File: config.mk
export PLATFORM = sky130hd
export DESIGN_NAME = sss_cell
export DESIGN_NICKNAME = d
export VERILOG_FILES = /design/src/substring_search_stream_macros.svh /design/src/sss_pkg.sv /design/src/sss_cell.sv
export SDC_FILE = /design/constraint.sdc
export NUM_CORES = 1
export LEC_CHECK = 0
export ABC_AREA = 1
export BUFFER_PORTS_ARGS = -buffer_cell sky130_fd_sc_hd__buf_4
export CORE_AREA = 2 2 39 41
export CTS_CLUSTER_SIZE = 12
export DETAILED_ROUTE_END_ITERATION = 16
export DIE_AREA = 0 0 41 43
export GPL_TIMING_DRIVEN = 1
export HOLD_SLACK_MARGIN = 0.15
export PLACE_DENSITY = 0.8
export SLEW_MARGIN = 40
export SYNTH_ARGS = -nofsm -noshare
export SYNTH_HDL_FRONTEND = slang
export SYNTH_SLANG_ARGS = --single-unit
File: constraint.sdc
create_clock -name i_clk -period 3.3 [get_ports i_clk]
set_input_delay 0.33 -clock i_clk [delete_from_list [all_inputs] [get_ports i_clk]]
set_output_delay 0.33 -clock i_clk [all_outputs]
set_load 0.03 [all_outputs]
File: src/substring_search_stream_macros.svh
// Assertion macros for the substring search stream block.
// Used by the top level only; no other dependencies.
`ifndef SUBSTRING_SEARCH_STREAM_MACROS_SVH
`define SUBSTRING_SEARCH_STREAM_MACROS_SVH

`ifndef SYNTHESIS
// combinational check, sampled every clock outside reset
`define SSS_ASSERT(lbl, clk, rst_n, expr, msg) \
    lbl: assert property (@(posedge clk) disable iff (!rst_n) (expr)) else $error(msg);
// implication checked in the cycle after the antecedent
`define SSS_ASSERT_NEXT(lbl, clk, rst_n, ante, cons, msg) \
    lbl: assert property (@(posedge clk) disable iff (!rst_n) (ante) |=> (cons)) \
        else $error(msg);
`else
`define SSS_ASSERT(lbl, clk, rst_n, expr, msg)
`define SSS_ASSERT_NEXT(lbl, clk, rst_n, ante, cons, msg)
`endif

`endif

File: src/sss_pkg.sv
// Shared types, constants and helpers for the substring search stream.
// No dependencies.
package sss_pkg;

    localparam int MAX_PATTERN_DEF = 32;
    localparam int PATTERN_BYTES   = 32;   // bytes held by the four pattern words
    localparam int PAT_IDX_W       = 5;
    localparam int LEN_W           = 6;
    localparam int CFG_DATA_W      = 64;
    localparam int CFG_IDX_W       = 3;
    localparam int OFFSET_W        = 32;

    typedef enum logic [CFG_IDX_W-1:0] {
        CFG_PATTERN_0   = 3'd0,
        CFG_PATTERN_1   = 3'd1,
        CFG_PATTERN_2   = 3'd2,
        CFG_PATTERN_3   = 3'd3,
        CFG_PATTERN_LEN = 3'd4,
        CFG_FOLD_CASE   = 3'd5
    } t_cfg_reg;

    typedef struct packed {
        logic [7:0] text_byte;
        logic       end_of_text;
    } t_in_item;

    typedef struct packed {
        logic                found;
        logic [OFFSET_W-1:0] match_offset;
    } t_out_item;

    // compare controls that travel with the aligned pattern
    typedef struct packed {
        logic [LEN_W-1:0] len;    // clamped pattern length
        logic             fold;
    } t_match_ctrl;

    function automatic logic [7:0] fold_byte(input logic [7:0] b, input logic en);
        logic [7:0] r;
        r = b;
        if (en && (b >= 8'h41) && (b <= 8'h5A)) begin
            r = b + 8'h20;
        end
        return r;
    endfunction

endpackage

File: src/sss_cell.sv
// One history cell: holds a text byte, passes it on when a byte shifts in,
// and compares it with its aligned pattern byte. Depends on sss_pkg.
module sss_cell (
    input  logic       i_clk,
    input  logic       i_shift,
    input  logic [7:0] i_byte,
    input  logic [7:0] i_pat_byte,
    input  logic       i_care,
    input  logic       i_fold,
    output logic [7:0] o_byte,
    output logic       o_eq
);

    logic [7:0] r_byte;

    always_ff @(posedge i_clk) begin
        if (i_shift) begin
            r_byte <= i_byte;
        end
    end

    assign o_byte = r_byte;
    assign o_eq   = !i_care || (sss_pkg::fold_byte(r_byte, i_fold) == i_pat_byte);

endmodule
* After elaboration in Yosys (flattened, before gate mapping)
Index checks and enable logic that the tools add are counted.
** Word-level totals
- Register bits :: 8
- Output and inout bits :: 9
- Logic and storage cells :: 10
** Cells by class
- $add $sub $neg :: 1
- Order comparisons :: 2
- Equality and inequality tests :: 1
- Muxes and demuxes :: 1
- Reductions and logical operators :: 4
** Operators with widths (count)
- $add 8x6->8 const B :: 1
- $eq 8x8->1 :: 1
- $ge 8x7->1 const B :: 1
- $le 8x7->1 const B :: 1
- $mux 8 :: 1
- $logic_and 1x1->1 :: 2
- $logic_not 1->1 :: 1
- $logic_or 1x1->1 :: 1

* Logic depth before layout (Yosys ltp)
- Depth in word-level cells :: 6
- Mapped depth :: 9
- Mapped depth without buffers :: 9

* Worst setup path before layout
No wires, ideal clock.
- Path kind :: register to output
- Start point :: reg r_byte[6], in the netlist o_byte[6]
- End point :: out o_eq
- Arrival time :: 1.431 ns
- Path slack :: 1.539 ns
- Stages on the path, launching flop included :: 8
- Path buffers :: 0
- Cell sequence :: edfxtp_1 ha_1 inv_1 nand4_1 nand3_1 nand2_1 nand3_1 nand2_1
** Between the ends
- Word-level cells in the longest chain between the ends :: 6
- Elaborated cells between the ends (all ways) :: 8
** Ends and longest elaborated chain
- start: declaration :: line sss_cell.sv:14 : logic [7:0] r_byte;
- start signal: assignment :: line sss_cell.sv:18 : r_byte <= i_byte;
- $ge 8x7->1 :: line sss_pkg.sv:41 : if (en && (b >= 8'h41) && (b <= 8'h5A)) begin
- $logic_and 1x1->1 (2 in series) :: line sss_pkg.sv:41
- $mux 8 * :: line sss_pkg.sv:41
- $eq 8x8->1 * :: line sss_cell.sv:23 : assign o_eq = !i_care || (sss_pkg::fold_byte(r_byte, i_fold) == i_pat_byte);
- $logic_or 1x1->1 * :: line sss_cell.sv:23
- end: declaration :: line sss_cell.sv:11 : output logic o_eq
Every way passes the cells marked *; elsewhere a longest branch is shown, timed or not.

* Worst setup path in the final report
- Start point :: reg r_byte[2], in the netlist o_byte[2]
- End point :: out o_eq
Same word-level chain as after synthesis.

==> impl_metrics.csv <==
group,metric,value,unit
finish,largest_register_ffs,8,
timing,period_share,0.573,
finish,antenna_cells,0,
floorplan,core_area,1380,um^2
cts,clockBufferDepth,2,
route,drc,0,
floorplan,fp.dieH,43,um
synthesis,synth_top_area_share,0.476,
place,gp_congestion,0.689,
synthesis,syn-num-nets,80,
timing,period_minus_slack,1890,ps
synthesis,synth-edff-count,8,
route,drt-total-wl,933,um
floorplan,dieArea,1760,um^2
synthesis,yosysTopAreaCell,"edfxtp_1",
min_path,hold_path.class,"primary input to flop",
timing,tightest_slew,177,ps
finish,utilization,0.547,
finish,nNetsFinal,113,
setup_path,start_kind,"flop",
synthesis,synth_flop_cell,"edfxtp_1",
setup_path,critPathMaxFanout,5,
cts,cts_tree,"built",
setup_path,slowest_delay,420,ps
cts,htree_levels,1,
power,power_density,371,nW/um^2
route,final_antenna_net_count,0,
floorplan,io_pins,29,
finish,syn_to_final_growth,50.1,%
place,hpwl,806,um
place,place_ws,1650,ps
route,first_pass_iters,4,
timing,slew_viol_final,0,
synthesis,synth-xor-area-share,0.0868,
timing,timing.final.ws_setup,1410,ps
synthesis,syn-mean-instance-area,8.55,um^2
power,leakage,0.370,nW
synthesis,synthMuxAreaShare,0,
cts,ctsRootBufferMaster,"clkbuf_4",
timing,relSlewSlack,0.881,
synthesis,ys_seq_area_frac,0.476,
global_route,antenna_found_initial,0,
power,totalPowerFinal,0.281,mW
synthesis,synthSimpleGateAreaFrac,0.320,
synthesis,synth.area.top_cells,"edfxtp_1 (48%), nand2_1 (10%), inv_1 (8.2%), xnor2_1 (6.9%), nand3_1 (5.0%)",
floorplan,fp-row-count,14,
cts,path_clk_slew,50,ps
global_route,gr-total-overflow,0,
outcome,status,"completed",
global_route,grt_pass1_wl,1530,um
route,avgViaCountPerCell,4.41,
finish,drive_gt1_frac,0.411,
setup_path,path_cells,"nor2_1, nor2_1, nand2_2, nand3_2, nand2_1, nand2_1, nor2_2, nand3_1, nand2_1, buf_4",
global_route,grt_max_degree,9,
global_route,grt_pass1_vias,451,
floorplan,die_w,41,um
synthesis,synth-compound-area-share,0.00993,
cts,cts_sinks,8,
cts,post_cts_resized,0,
place,placed_area,734,um^2
finish,fillCellCount,129,
synthesis,synth-async-reset-ratio,0,
timing,setup_viol,0,
cts,postCtsHoldBufs,0,
cts,cts_setup_buffers,0,
setup_path,endpoint,"o_eq",
setup_path,crit_path_frequent_cell,"nand2_1",
timing,rsz0062_at_grt,"false",
synthesis,ys.warnings.count,0,
finish,fin_area,757,um^2
setup_path,cpMaxStageDelayCell,"edfxtp_1",
timing,final.setup.tns,0,ps
cts,numCtsBuffers,3,
synthesis,ys_ff_latch,8,
power,irDropWorstVdd,0.233,mV
floorplan,start_util,0.364,
synthesis,yosysMostFrequentCell,"nand2_1",
synthesis,synth_area,504,um^2
synthesis,synth_commonest_cells,"nand2_1 (14), inv_1 (11), edfxtp_1 (8)",
flow_run,maxCapViolations,0,
setup_path,critPathLaunch,"o_byte[2]",
global_route,track_usage,0.132,
synthesis,ys_types,14,
route,dr_total_vias,467,
route,first_iter_violations,5,
setup_path,critical_path_class,"flop to primary output",
synthesis,synth_top_family_by_area,"simple AND/OR/NAND/NOR gates",
route,post_drt_wl_per_cell,8.80,um
setup_path,crit_required,2970,ps
synthesis,syn_inst,59,
setup_path,cp-end-kind,"primary output",
synthesis,synthAdderAreaFrac,0.0248,
place,portBuffers,28,
timing,max_freq,0.529,GHz
setup_path,arrival,1560,ps
timing,hold_violations,0,
## layer usage
layer	wire length, um	track usage
met4	0	0.100
met2	527	0.206
met5	0	0
met1	342	0.133
met3	64	0.0471
## cell families after synthesis
group	Yosys count
AOI/OAI and AO/OA	1
buffers and inverters	11
and+or+nand+nor	33
adders and majority gates	1
xor gates and xnor gates	5
DFF	8
## metrics by stage
stage          std cells  hold slack (ps)
5_1_grt              106              233
2_1_floorplan         59              429
6_report             106              258
4_1_cts              106              245
3_5_place_dp         103              509
3_3_place_gp         103              508
## critical path: cells and delay by family (launching register included)
kind,cells,cell delay (ps)
AND/OR/NAND/NOR,9,760
buffers and inverters,1,150
flip-flops,1,420
## worst min-delay path by stage
stage	start	to	cells after the start
global placement	i_byte[0]	o_byte[0]	1
finish	i_byte[3]	o_byte[3]	1
floorplan	i_byte[0]	o_byte[0]	0
global route	i_byte[1]	o_byte[1]	1
detailed placement	i_byte[3]	o_byte[3]	1
CTS	i_byte[3]	o_byte[3]	1
## placed cells by master, fill, tap and decap left out, types with 2 or more instances in the layout
master     n
nand4_1    3
nand2_1   14
nand3_1    5
nand2_2    2
nor2_1     5
clkbuf_4   3
buf_4     28
xnor2_1    4
nor2_2     2
edfxtp_1   8
inv_1     11
## power breakdown
part / switching (mW) / leakage, nW / internal [mW] / total (mW)
sequential: 0.00827 / 0.0783 / 0.122 / 0.130
combinational: 0.0422 / 0.277 / 0.0381 / 0.0803
clock: 0.0295 / 0.0138 / 0.0414 / 0.0709
total: 0.0800 / 0.370 / 0.201 / 0.281
## layout make-up
class,instances,area (um^2),share of cell area
sequential,8,240,0.317
multi-input combinational,40,223,0.294
timing repair buffer,28,210,0.278
inverter,11,41.3,0.0545
clock buffer,3,22.5,0.0298
tap,16,20.0,0.0264
(Power assumes the default switching activity.)
